## config.mk

```make
export PLATFORM = sky130hd
export DESIGN_NAME = dltq_cell
export DESIGN_NICKNAME = d
export VERILOG_FILES = /design/src/sv/dltq_pkg.sv /design/src/sv/dltq_cell.sv
export SDC_FILE = /design/constraint.sdc
export NUM_CORES = 1
export LEC_CHECK = 0
export BUFFER_PORTS_ARGS = -buffer_cell sky130_fd_sc_hd__buf_2
export CORE_ASPECT_RATIO = 1.5
export CORE_MARGIN = 3
export CORE_UTILIZATION = 45
export DETAILED_ROUTE_END_ITERATION = 10
export HOLD_SLACK_MARGIN = 0.02
export PLACE_DENSITY = 0.76
export SETUP_SLACK_MARGIN = 0.2
export SYNTH_ARGS = -nofsm -noshare
export SYNTH_HDL_FRONTEND = slang
export SYNTH_SLANG_ARGS = --single-unit
```

## constraint.sdc

```tcl
create_clock -name clock -period 3.6 [get_ports clock]
set_clock_uncertainty 0.05 [all_clocks]
set_input_delay 0.36 -clock clock [delete_from_list [all_inputs] [get_ports clock]]
set_output_delay 0.36 -clock clock [all_outputs]
set_load 0.02 [all_outputs]
```

## src/sv/dltq_pkg.sv

```systemverilog
package dltq_pkg;

   localparam int MAX_TASKS_DEF = 16;
   localparam int ID_W          = 5;
   localparam int TIME_W        = 32;
   localparam int TICK_W        = 16;
   localparam logic [TICK_W-1:0] TICK_LEN_RST = 16'd10;

   localparam logic [1:0] MODE_CREATE   = 2'd0;
   localparam logic [1:0] MODE_DELETE   = 2'd1;
   localparam logic [1:0] MODE_TICK     = 2'd2;
   localparam logic [1:0] MODE_DISPATCH = 2'd3;

   localparam logic [1:0] ST_OK       = 2'd0;
   localparam logic [1:0] ST_NO_SLOT  = 2'd1;
   localparam logic [1:0] ST_NOT_QUED = 2'd2;
   localparam logic [1:0] ST_NONE_DUE = 2'd3;

   localparam logic [2:0] OP_HOLD           = 3'd0;
   localparam logic [2:0] OP_LOAD           = 3'd1;
   localparam logic [2:0] OP_FROM_LEFT      = 3'd2;
   localparam logic [2:0] OP_FROM_LEFT_SUB  = 3'd3;
   localparam logic [2:0] OP_FROM_RIGHT     = 3'd4;
   localparam logic [2:0] OP_FROM_RIGHT_ADD = 3'd5;
   localparam logic [2:0] OP_SET_DELTA      = 3'd6;

   typedef struct packed {
      logic [1:0]        mode;
      logic [ID_W-1:0]   task_id;
      logic [TIME_W-1:0] delay_time;
      logic [TIME_W-1:0] period_time;
   } req_type;

   typedef struct packed {
      logic [1:0]      status;
      logic [ID_W-1:0] result_id;
      logic            due_pending;
      logic [ID_W-1:0] active_count;
   } rsp_type;

   typedef struct packed {
      logic              valid;
      logic [ID_W-1:0]   id;
      logic [TIME_W-1:0] delta;
      logic [TIME_W-1:0] period;
   } entry_type;

   typedef struct packed {
      logic [2:0]        op;
      logic [TIME_W-1:0] arg;
   } cell_ctl_type;

endpackage

```

## src/sv/dltq_cell.sv

```systemverilog
module dltq_cell (
   input  logic                   clock,
   input  logic                   reset,
   input  dltq_pkg::cell_ctl_type ctl,
   input  dltq_pkg::entry_type    bus,
   input  dltq_pkg::entry_type    left,
   input  dltq_pkg::entry_type    right,
   output dltq_pkg::entry_type    q
);

   dltq_pkg::entry_type ent_ff, ent_in;

   always_comb begin
      ent_in = ent_ff;
      case (ctl.op)
         dltq_pkg::OP_HOLD: ent_in = ent_ff;
         dltq_pkg::OP_LOAD: ent_in = bus;
         dltq_pkg::OP_FROM_LEFT: ent_in = left;
         dltq_pkg::OP_FROM_LEFT_SUB: begin
            ent_in       = left;
            ent_in.delta = left.delta - ctl.arg;
         end
         dltq_pkg::OP_FROM_RIGHT: ent_in = right;
         dltq_pkg::OP_FROM_RIGHT_ADD: begin
            ent_in       = right;
            ent_in.delta = right.delta + ent_ff.delta;
         end
         dltq_pkg::OP_SET_DELTA: ent_in.delta = ctl.arg;
         default: ent_in = ent_ff;
      endcase
   end

   always_ff @(posedge clock) begin
      if (reset) begin
         ent_ff.valid <= 1'b0;
      end else begin
         ent_ff.valid <= ent_in.valid;
      end
      ent_ff.id     <= ent_in.id;
      ent_ff.delta  <= ent_in.delta;
      ent_ff.period <= ent_in.period;
   end

   assign q = ent_ff;

endmodule

```

# == Word-level counts from Yosys, hierarchy flattened ==
# Index checks and enable logic that the tools add are counted.
# totals
register_bits,70
wordCells,19
# classes
add_sub_neg,2
eq_ne,6
n_mux,3
n_reduce_logical,4
# ops
operator,count
one-hot mux 32 bit (6 select lines),1
one-hot mux 32 bit (3 select lines),1
adder 32 bit,1
subtractor 32 bit,1
one-hot mux 6 bit (3 select lines),1
equality test 3 bit (second input constant),3
equality test 3 x 2 -> 1 bit (second input constant),2
nonzero test 6 bit,1
OR reduction 2 bit,2
equality test 3 x 1 -> 1 bit (second input constant),1
nonzero test 3 bit,1

# == Longest topological paths before layout ==
# logic_depth
word_depth,3
ltp_mapped,12
depth_no_buf,12

# == Least setup slack after synthesis ==
# No wires, ideal clock.
# synth_timing
kind,input to register
start,input ctl[33] (netlist bit)
end,"register ent_ff (netlist bit q[32]), enable pin"
setup_time_ns,0.431
arrival_ns,2.605
slack_ns,0.514
cell_stages,4
path_cell_list,clkbuf_1 > nand2_1 > clkbuf_1 > o211ai_1
# synth_via
elab_chain_len,2
# synth_lines
item,line_no,text
start: declaration,dltq_cell.sv:4,"input dltq_pkg::cell_ctl_type ctl,"
"equality test 3 bit, or another cell as far along",dltq_cell.sv:15,case (ctl.op)
nonzero test 6 bit (no line) *,--,
end: declaration,dltq_cell.sv:11,"dltq_pkg::entry_type ent_ff, ent_in;"
# Mark *: on every way between the ends. The rest lies on a longest branch, timed or not.
# A chain may end at the register's enable or synchronous reset.

==> qor.txt <==
FLOORPLANNING
---------------------------------------------------------------------------------
Initial core utilization                                                    46.5%
# rows                                                                         57
Die area                                                               18600 um^2
Die outline width                                                          112 um
Boundary Pins                                                                 317
Floorplan die height                                                       165 um
Core area                                                              16400 um^2

LAYOUT
---------------------------------------------------------------------------------
Largest register FFs                                                           70
Final core utilization                                                      59.4%
Cell area after layout                                                  9740 um^2
# nets final                                                                 1536
Share of cells above drive strength 1                                       29.9%
Number of standard cells in the layout, taps in and fillers out              1438
Leading cell types in the layout, fill and taps excluded             sky130_fd_sc_hd__buf_2, sky130_fd_sc_hd__nand2_1, sky130_fd_sc_hd__nor2_1, sky130_fd_sc_hd__o21ai_0, sky130_fd_sc_hd__edfxtp_1
Commonest non-fill, non-tap cell in the layout                       sky130_fd_sc_hd__buf_2
Area growth from synthesis to final layout                                  27.8%

DRT
---------------------------------------------------------------------------------
DRC violations left                                                             0
Starting DRT DRC Count                                                        657
Via Count                                                                    8826
Post-detailed-route wirelength per cell                                   20.7 um
Ratio of routed vias to standard cells                                       6.14
TritonRoute pass-1 iters                                                        7
Wirelength, routed                                                        29.8 mm
Antenna Nets Post-Route                                                         0

WORST SETUP PATH
---------------------------------------------------------------------------------
Endpoint class of the critical path                                          flop
Crit path max-delay family                                           compound AO/OA/AOI/OAI gates
Worst path arrival time                                                   3240 ps
Chain of cells forming the critical path                             ha_1 -> inv_1 -> fa_1 -> nand2b_1 -> a21oi_1 -> o41ai_1 -> o211ai_1 -> buf_4 -> nand4_1 -> a21boi_1 -> o21ai_0 -> nor3b_1 -> o32a_1
Delay of the slowest cell on the worst path                                380 ps
Slowest cell on crit path                                            sky130_fd_sc_hd__fa_1
Max FO, Critical Path                                                           4
Crit path buf inv count                                                         2
Required time at the worst-slack endpoint                                 3640 ps
CP Launch Type                                                               flop
Crit path kind                                                       flop to flop

TIMING
---------------------------------------------------------------------------------
Total negative slack for setup checks                                        0 ps
Final max-slew violation count                                                  0
Share of the clock period used by the worst path                            88.9%
Total count of hold-check failures in the final report                          0
Count of endpoints failing setup in the final report                            0
Worst-case headroom to the max-slew limit                                   46.5%
RSZ-0062 raised after global routing                                        false
Final hold slack                                                           134 ps
Time the worst path needs with I/O delays and setup                       3200 ps
Maximum operating frequency                                               313 MHz
Slew at the pin closest to its max-slew limit                              803 ps

PLACED DESIGN
---------------------------------------------------------------------------------
Gpl congestion                                                              0.960
Placement Cell Area                                                     9410 um^2
Count of buffers inserted at the top-level ports                              316
Post-detailed-placement half-perimeter wirelength                         23.6 mm
Cell count after placement                                                   1417

GLOBAL ROUTE
---------------------------------------------------------------------------------
Overall routing resource usage                                              30.6%
Wire length of the first global-routing pass                              44.5 mm
Global route total overflow                                                     0
Pin count of the biggest net entering global routing                           47
Initial antenna violation count                                                 8
Number of global-route vias before repair                                    8765

CLOCK TREE
---------------------------------------------------------------------------------
Number of levels in the clock H-tree                                            3
Latest clock arrival within the worst-skew pair                            340 ps
Post-CTS setup repair buffer count                                              0
Bufs on Longest Clock Path                                                      2
CTS root buf                                                         sky130_fd_sc_hd__clkbuf_16
Clock sinks                                                                    70
Inserted Clock Buffers                                                          9
Post-cts hold buffer count                                                      0
Post-CTS sizing                                                                 0
TritonCTS clock tree                                                         done
Clk pin slew, worst setup/hold paths                                        60 ps

LOGIC SYNTHESIS
---------------------------------------------------------------------------------
Top cell type by total area after synthesis                          sky130_fd_sc_hd__edfxtp_1
Top flip-flop cell by instance count after synthesis                 sky130_fd_sc_hd__edfxtp_1
Synthesized flop and latch total                                               70
Largest cells by area after synthesis                                sky130_fd_sc_hd__edfxtp_1, sky130_fd_sc_hd__ha_1, sky130_fd_sc_hd__a22oi_1, sky130_fd_sc_hd__o21ai_0, sky130_fd_sc_hd__nand2_1
Nets in the synthesized netlist                                              1243
Post-synthesis instance total                                                 929
Summed instance area of the synthesized netlist                         7620 um^2
Avg Synthesized Cell Area                                               8.21 um^2
Number of flops mapped to enable cells by yosys                                69
Portion of the post-synthesis area used by sequential elements              27.4%
Fraction of synthesis flops using an asynchronous set or reset pin             0%
Yosys top cell area share                                                   27.2%
Yosys warning total                                                             0
Count of different cell masters after synthesis                                69

WORST HOLD PATH
---------------------------------------------------------------------------------
Kind of path behind the tightest hold check                          primary input to flop

RUN STATUS
---------------------------------------------------------------------------------
Result of the run                                                    finished clean

POWER AND IR DROP
---------------------------------------------------------------------------------
Static power due to leakage                                            0.00453 uW
Power density over the cells                                          401 nW/um^2
IR drop worst, VDD                                                       0.211 mV

RUN
---------------------------------------------------------------------------------
Max-capacitance violation count                                                 0

==> logic make-up after synthesis <==
logic type | share of synthesized area, %
mux | 1.20
buf+inv | 5.09
simple gates | 15.1
fa+ha+maj | 11.2
xor+xnor | 5.28
flops | 27.4
compound gates | 34.7
==> Yosys cell counts, drive strengths merged, types with 2 or more instances <==
cell type / number
nor4: 2
nand4: 5
a22oi: 68
a211o: 3
o41ai: 4
o2111ai: 2
o31ai: 5
o32a: 2
a211oi: 6
or3: 6
o211ai: 7
nand2: 93
nand3b: 2
ha: 65
a31oi: 22
o22ai: 9
edfxtp: 69
and3: 12
o21a: 4
clkbuf: 43
xnor2: 34
nand2b: 7
and2: 4
o22a: 4
a21o: 32
nor2b: 7
nor2: 85
o21bai: 7
nor3b: 5
o21ai: 78
xor2: 12
a221oi: 14
o221ai: 30
nand3: 15
buf: 9
mux2i: 8
nor3: 7
fa: 2
a2111oi: 3
a21oi: 64
o32ai: 2
a21boi: 8
inv: 50
==> metrics by stage <==
step / total power [uW] / setup WS [ps]
global placement: 2870 / 326
global route: 4130 / 229
CTS: 3910 / 379
floorplan: 2310 / 514
finish: 3910 / 401
detailed placement: 2900 / 289
==> report_power, final <==
part           switching [uW]  internal, uW  total [uW]
logic                    1080           700        1780
clock network             394           611        1010
registers                57.4          1070        1130
==> worst paths after layout <==
| check | from | slack, ps | depth (start not counted) | endpoint |
|---|---|---|---|---|
| worst max-delay path | q[32] | 400 | 13 | q[58] |
| worst max register to register | q[32] | 400 | 13 | q[58] |
| worst min-delay path | reset | 130 | 2 | q[69] |
| worst min register to register | q[69] | 450 | 2 | q[69] |
==> layer usage <==
layer	vias up	global-route usage [%]	part of all wire, %
met2	496	54.3	50
met5	-	0	0.18
li1	4148	-	-
met4	8	18.3	5.6
met1	4056	32.6	34
met3	118	7.95	10
==> worst register-to-register path, delay by kind of cell, from the launching register on <==
family | cells | cell delay (ps)
buf+inv | 2 | 240
compound gates | 6 | 1240
simple gates | 3 | 490
flops | 1 | 340
fa+ha+maj | 2 | 590
==> area by class of cell <==
| cell class | instances | area [um^2] |
|---|---|---|
| sequential | 70 | 2090 |
| clock inverter | 6 | 95.1 |
| inverter | 51 | 191 |
| tap | 206 | 258 |
| clock buffer | 9 | 225 |
| timing repair buffer | 334 | 1720 |
| multi-input combinational | 756 | 5150 |
| antenna | 6 | 15.0 |
| fill | 1546 | 6660 |
No activity file was read; power rests on OpenSTA's default activity.
