[src/sv/dltq_pkg.sv]
package dltq_pkg;

   localparam int MAX_TASKS_DEF = 16;
   localparam int ID_W          = 5;
   localparam int TIME_W        = 32;
   localparam int TICK_W        = 16;
   localparam logic [TICK_W-1:0] TICK_LEN_RST = 16'd10;

   localparam logic [1:0] MODE_CREATE   = 2'd0;
   localparam logic [1:0] MODE_DELETE   = 2'd1;
   localparam logic [1:0] MODE_TICK     = 2'd2;
   localparam logic [1:0] MODE_DISPATCH = 2'd3;

   localparam logic [1:0] ST_OK       = 2'd0;
   localparam logic [1:0] ST_NO_SLOT  = 2'd1;
   localparam logic [1:0] ST_NOT_QUED = 2'd2;
   localparam logic [1:0] ST_NONE_DUE = 2'd3;

   localparam logic [2:0] OP_HOLD           = 3'd0;
   localparam logic [2:0] OP_LOAD           = 3'd1;
   localparam logic [2:0] OP_FROM_LEFT      = 3'd2;
   localparam logic [2:0] OP_FROM_LEFT_SUB  = 3'd3;
   localparam logic [2:0] OP_FROM_RIGHT     = 3'd4;
   localparam logic [2:0] OP_FROM_RIGHT_ADD = 3'd5;
   localparam logic [2:0] OP_SET_DELTA      = 3'd6;

   typedef struct packed {
      logic [1:0]        mode;
      logic [ID_W-1:0]   task_id;
      logic [TIME_W-1:0] delay_time;
      logic [TIME_W-1:0] period_time;
   } req_type;

   typedef struct packed {
      logic [1:0]      status;
      logic [ID_W-1:0] result_id;
      logic            due_pending;
      logic [ID_W-1:0] active_count;
   } rsp_type;

   typedef struct packed {
      logic              valid;
      logic [ID_W-1:0]   id;
      logic [TIME_W-1:0] delta;
      logic [TIME_W-1:0] period;
   } entry_type;

   typedef struct packed {
      logic [2:0]        op;
      logic [TIME_W-1:0] arg;
   } cell_ctl_type;

endpackage

[src/sv/dltq_div.sv]
module dltq_div (
   input  logic                              clock,
   input  logic                              reset,
   input  logic                              go,
   input  logic [dltq_pkg::TIME_W-1:0]       dividend,
   input  logic [dltq_pkg::TICK_W-1:0]       divisor,
   output logic                              done,
   output logic [dltq_pkg::TIME_W-1:0]       quotient
);

   localparam int CNT_W = $clog2(dltq_pkg::TIME_W);

   logic                          busy_ff, busy_in;
   logic                          done_ff, done_in;
   logic [CNT_W-1:0]              cnt_ff, cnt_in;
   logic [dltq_pkg::TIME_W-1:0]   dvd_ff, dvd_in;
   logic [dltq_pkg::TICK_W-1:0]   rem_ff, rem_in;
   logic [dltq_pkg::TICK_W-1:0]   div_ff, div_in;
   logic [dltq_pkg::TICK_W:0]     trial;
   logic                          ge;

   assign trial = {rem_ff, dvd_ff[dltq_pkg::TIME_W-1]};
   assign ge    = trial >= {1'b0, div_ff};

   always_comb begin
      busy_in = busy_ff;
      done_in = 1'b0;
      cnt_in  = cnt_ff;
      dvd_in  = dvd_ff;
      rem_in  = rem_ff;
      div_in  = div_ff;
      if (go) begin
         busy_in = 1'b1;
         cnt_in  = '0;
         dvd_in  = dividend;
         rem_in  = '0;
         div_in  = divisor;
      end else if (busy_ff) begin
         rem_in = ge ? dltq_pkg::TICK_W'(trial - {1'b0, div_ff})
                     : trial[dltq_pkg::TICK_W-1:0];
         dvd_in = {dvd_ff[dltq_pkg::TIME_W-2:0], ge};
         cnt_in = cnt_ff + 1'b1;
         if (cnt_ff == CNT_W'(dltq_pkg::TIME_W - 1)) begin
            busy_in = 1'b0;
            done_in = 1'b1;
         end
      end
   end

   always_ff @(posedge clock) begin
      if (reset) begin
         busy_ff <= 1'b0;
         done_ff <= 1'b0;
      end else begin
         busy_ff <= busy_in;
         done_ff <= done_in;
      end
      cnt_ff <= cnt_in;
      dvd_ff <= dvd_in;
      rem_ff <= rem_in;
      div_ff <= div_in;
   end

   assign done     = done_ff;
   assign quotient = dvd_ff;

endmodule

[config.mk]
export PLATFORM = sky130hd
export DESIGN_NAME = dltq_div
export DESIGN_NICKNAME = d
export VERILOG_FILES = /design/src/sv/dltq_pkg.sv /design/src/sv/dltq_div.sv
export SDC_FILE = /design/constraint.sdc
export NUM_CORES = 1
export LEC_CHECK = 0
export ABC_AREA = 1
export BUFFER_PORTS_ARGS = -buffer_cell sky130_fd_sc_hd__buf_2
export CORE_AREA = 2 2 93 95
export DETAILED_ROUTE_END_ITERATION = 12
export DIE_AREA = 0 0 95 97
export PLACE_DENSITY = 0.75
export SLEW_MARGIN = 20
export SYNTH_ARGS = -nofsm -noshare
export SYNTH_HDL_FRONTEND = slang
export SYNTH_SLANG_ARGS = --single-unit
[constraint.sdc]
create_clock -name clock -period 1.7 [get_ports clock]
set_input_delay 0.17 -clock clock [delete_from_list [all_inputs] [get_ports clock]]
set_output_delay 0.17 -clock clock [all_outputs]
set_load 0.01 [all_outputs]
Yosys cells after proc, flatten, opt, wreduce, memory -nomap -nowiden

Index checks and enable logic that the tools add are counted.

Input port bits: 51
Word-level logic and storage cells: 20
Output and inout port bits: 33
Register bits: 71

Equality and inequality tests: 1
Order comparisons: 1
$add $sub $neg: 2
Mux-type cells: 7
Reduce and logical (&&, ||, !) cells: 2
Bitwise operators: 1

Operators by type and width:

| operator              | count |
|---|---|
| $mux W32              | 2 |
| $ge A17 B16 Y1        | 1 |
| $mux W16              | 1 |
| $sub A16 B16 Y16      | 1 |
| $add A5 B1 Y5 const B | 1 |
| $eq A5 B5 Y1 const B  | 1 |
| $mux W1               | 4 |
| $reduce_or A3 Y1      | 1 |
| $reduce_bool A2 Y1    | 1 |
| $not A1 Y1            | 1 |

Depth between registers and ports, before layout

Depth after elaboration: 4
Depth in mapped cells: 15
Mapped depth without buffers: 14

Worst setup path after synthesis

Ideal clock, no wire load.

Kind: flip-flop to flip-flop
Start point: register dvd_ff, in the netlist quotient[31]
End point: register rem_ff[12] (netlist bit)
Period minus slack after synthesis: 1.802 ns
Data required time: 1.586 ns
Library setup time: 0.114 ns
Cell stages (with the launch flop): 12
Arrival: 1.688 ns
Path slack: -0.102 ns
Buffers on the path: 0
Cells stage by stage: edfxtp_1 -> inv_1 -> ha_1 -> fa_1 -> o21bai_1 -> nand2_1 -> nand3_1 -> nand2_1 -> nand2_1 -> nand2_1 -> nand3_1 -> nand2_1

Word-level cells in the longest chain between the ends: 2
Elaborated cells on any way between the ends: 3
Classes of those cells: add/sub (1); order compare (1); mux (1)

Ends and longest elaborated chain:

| what                                               | RTL line                       | RTL |
|---|---|---|
| from (decl)                                        | dltq_div.sv:16                 | `logic [dltq_pkg::TIME_W-1:0] dvd_ff, dvd_in;` |
| from (signal assigned)                             | dltq_div.sv:59                 | `dvd_ff <= dvd_in;` |
| $sub A16 B16 Y16 or $ge A17 B16 Y1 (tied branches) | dltq_div.sv:39, dltq_div.sv:23 |  |
| $mux W16 (*)                                       | dltq_div.sv:39                 | `rem_in = ge ? dltq_pkg::TICK_W'(trial - {1'b0, div_ff})` |
| to (signal assigned)                               | dltq_div.sv:60                 | `rem_ff <= rem_in;` |
| to (decl)                                          | dltq_div.sv:17                 | `logic [dltq_pkg::TICK_W-1:0] rem_ff, rem_in;` |

Every way passes the cells marked *; elsewhere a longest branch is shown, timed or not.
A chain may end at the register's enable or synchronous reset.

Worst setup path after layout

Start point: register div_ff[5] (netlist bit)
End point: register rem_ff[11] (netlist bit)

Word-level cells in the longest chain between the ends: 2
Elaborated cells on any way between the ends: 3
Classes of those cells: add/sub (1); order compare (1); mux (1)

Ends and longest elaborated chain:

| what                                               | RTL line                       | RTL |
|---|---|---|
| from (decl)                                        | dltq_div.sv:18                 | `logic [dltq_pkg::TICK_W-1:0] div_ff, div_in;` |
| from (signal assigned)                             | dltq_div.sv:61                 | `div_ff <= div_in;` |
| $sub A16 B16 Y16 or $ge A17 B16 Y1 (tied branches) | dltq_div.sv:39, dltq_div.sv:23 |  |
| $mux W16 (*)                                       | dltq_div.sv:39                 |  |

Marked as above.

==> out/summary.txt <==
Status - finished, violations left
Failing checks - negative setup slack
Reg clk slew, reported paths - 0.08 ns
Htree depth - 3
Clk_lat worst skew - 0.35 ns
# rows - 33
Comb power frac - 18.4%
Pre-CTS setup slack - -0.2329 ns
Setup violators final - 17
Reg power frac - 49.3%
Worst Clk Skew - 0.007181 ns
Final worst slack - -0.2086 ns
Port Buffers - 83
RD Place Congestion - 0.8922
Pin count of the biggest net entering global routing - 44
Fmax achieved - 0.5240 GHz
Num ports - 84
Commonest non-fill, non-tap cell in the layout - nand2_1
Initial antenna violation count - 0
Post-DP HPWL - 6984 µm
Total number of vias - 3893
Vias in the first global route - 3790
Fin cells - 773
Count of pins over their slew limit - 0
Syn nets - 574
Area leader, netlist - edfxtp_1
CTS sink count - 71
Crit-path cells - inv_1 -> ha_4 -> buf_4 -> nand2_4 -> nor2_2 -> nand2_1 -> nand2_2 -> nand2_1 -> nand2_1 -> nand2_1 -> nand2_1 -> nand2_1 -> nand3_1 -> nand2_1
Crit share post-route - 112.3%
Sw frac - 27.42%
Synth top area share - 35.99%
Total track usage - 24.38%
Total power - 4161 µW
Most frequent cells in the layout - nand2_1, buf_2, buf_4
DR pass1 iterations - 5
Routed Antenna Nets - 0
Setup tns final - -2.630 ns
CTS Buffer Depth - 2
Core area - 8134 µm²
Max IR drop VDD - 607.8 µV
Startpoint types - flop
Starting Density - 49.24%
Synth unique cells - 34
CTS tree - yes
Final hold vios - 0
Die Y - 97 µm
Max-cap violations - 0
Die width - 95 µm
Final WL - 11100 µm
Switching pwr - 1141 µW
Worst-Margin Slew - 0.4785 ns
# fillers - 575
Fin Hold WS - 0.02542 ns
Internal - 3020 µW
WP buf/inv - 2
Diodes inserted - 0
First-pass GRT wire length - 17590 µm
Area contributors post-synth - edfxtp_1, nand2_1, dfxtp_1
Synthesized area - 4005 µm²
WS Path Type - reg2reg
Mapped Cells - 504
Seq cells post-synth - 71
Clock power share - 32.2%
YS warnings - 0
Critical path's top delay family - simple AND/OR/NAND/NOR gates
Total CTS buffers - 9
CP endpoint kind - flop
WL/cell - 14.35 µm
Critical Path Slowest Stage Cell - edfxtp_1
Critical path arrival - 2.15 ns
Crit-path max FO - 4
Total gr overflow - 0
Clock root buffer - clkbuf_8
Initial DRC count - 270
Power Density - 724.0 nW/µm²
RSZ-0062 raised after global routing - yes
Leakage - 0.002938 µW
P&R area growth vs syn - 43.49%
Mean Syn Cell Area - 7.947 µm²
Average vias per placed instance - 5.036
Tmin final - 1.909 ns
DRC - 0
Fraction of layout cells with a size suffix above 1 - 36.08%
Layout Nets - 733
Worst Path Required - 1.94 ns
Placed Cells - 731
Most used cell, CP - nand2_1
Crit path largest cell delay - 0.38 ns
Seq/Total Area, Yosys - 47.49%
Hold Crit Class - in2reg
Slew headroom - 68.10%
Die area - 9215 µm²
## repair_timing
action,CTS,global route
buffers inserted,5,1
hold buffers,16,0
pin swaps,10,15
cloned,3,1
setup endpoints to repair,17,17
hold endpoints to repair,17,0
resized for setup,31,46
## cells by family after synthesis
group | share of synthesized area (%)
and+or+nand+nor | 33.93
buffers and inverters | 8.122
DFF | 47.49
AOI/OAI and AO/OA | 3.031
adders and majority gates | 6.123
xor gates and xnor gates | 1.312
## synthesized netlist by cell type
cell type,number
inv_1,61
nor3_1,6
fa_1,1
clkbuf_1,9
buf_6,2
xor2_1,1
nand2_2,4
nand3_1,25
o21a_1,1
nor2_8,1
nand4_1,3
ha_1,18
nand2_4,1
a22o_1,2
nor2_2,2
dfxtp_1,23
clkinv_1,1
xnor2_1,5
nor3b_1,1
a31oi_1,2
nand2_8,2
a21oi_2,1
edfxtp_1,48
nand3b_1,19
nor2_1,11
inv_2,3
o21bai_1,1
buf_2,2
a211oi_1,1
buf_8,1
nand2_1,233
nand3_2,1
o21ai_0,2
a21oi_1,10
## power by group through the flow
stage	Sequential, µW	Clock (µW)	Combinational, µW
final	2050	1340	767
after global routing	2070	1430	836
after CTS	2050	1360	706
after detailed placement	2080	0	633
after global placement	2080	0	621
after floorplan	2120	0	291
## state kept, by name, summed over array words and instances (netlist names)
signal    count
div_ff       16
done          1
quotient     32
cnt_ff        5
busy_ff       1
rem_ff       16
## path summary, 6_finish.rpt
path	start	end	slack, ns	depth (start not counted)
worst max-delay path	div_ff[5]$_DFFE_PP_	rem_ff[11]$_SDFFE_PP0P_	-0.21	14
worst min-delay path	divisor[4]	div_ff[4]$_DFFE_PP_	0.03	1
worst max register to register	div_ff[5]$_DFFE_PP_	rem_ff[11]$_SDFFE_PP0P_	-0.21	14
worst min register to register	rem_ff[13]$_SDFFE_PP0P_	rem_ff[13]$_SDFFE_PP0P_	0.50	2
## routing by layer
| layer | routed length, µm | GRT usage, % |
|---|---|---|
| met5 | 0 | 0 |
| met4 | 326 | 10.37 |
| met3 | 732 | 5.296 |
| met2 | 5422 | 39.50 |
| met1 | 4615 | 31.15 |
## final cells by class
type	instances	area (µm²)	share of cell area (%)
Clock inverter	5	58.81	1.023
Multi-Input combinational cell	357	2187	38.06
Tap cell	105	131.4	2.286
Inverter	65	246.5	4.289
Timing Repair Buffer	159	1089	18.94
Sequential cell	71	1903	33.12
Clock buffer	11	131.4	2.286
## stage by stage
| step | utilization, % | instance area (µm²) |
|---|---|---|
| after CTS | 67.88 | 5522 |
| after detailed placement | 60.27 | 4902 |
| final | 70.65 | 5747 |
| after global placement | 60.27 | 4902 |
| after floorplan | - | 4020 |
| after global routing | 70.65 | 5747 |
Power figures use the tool's default switching activity.
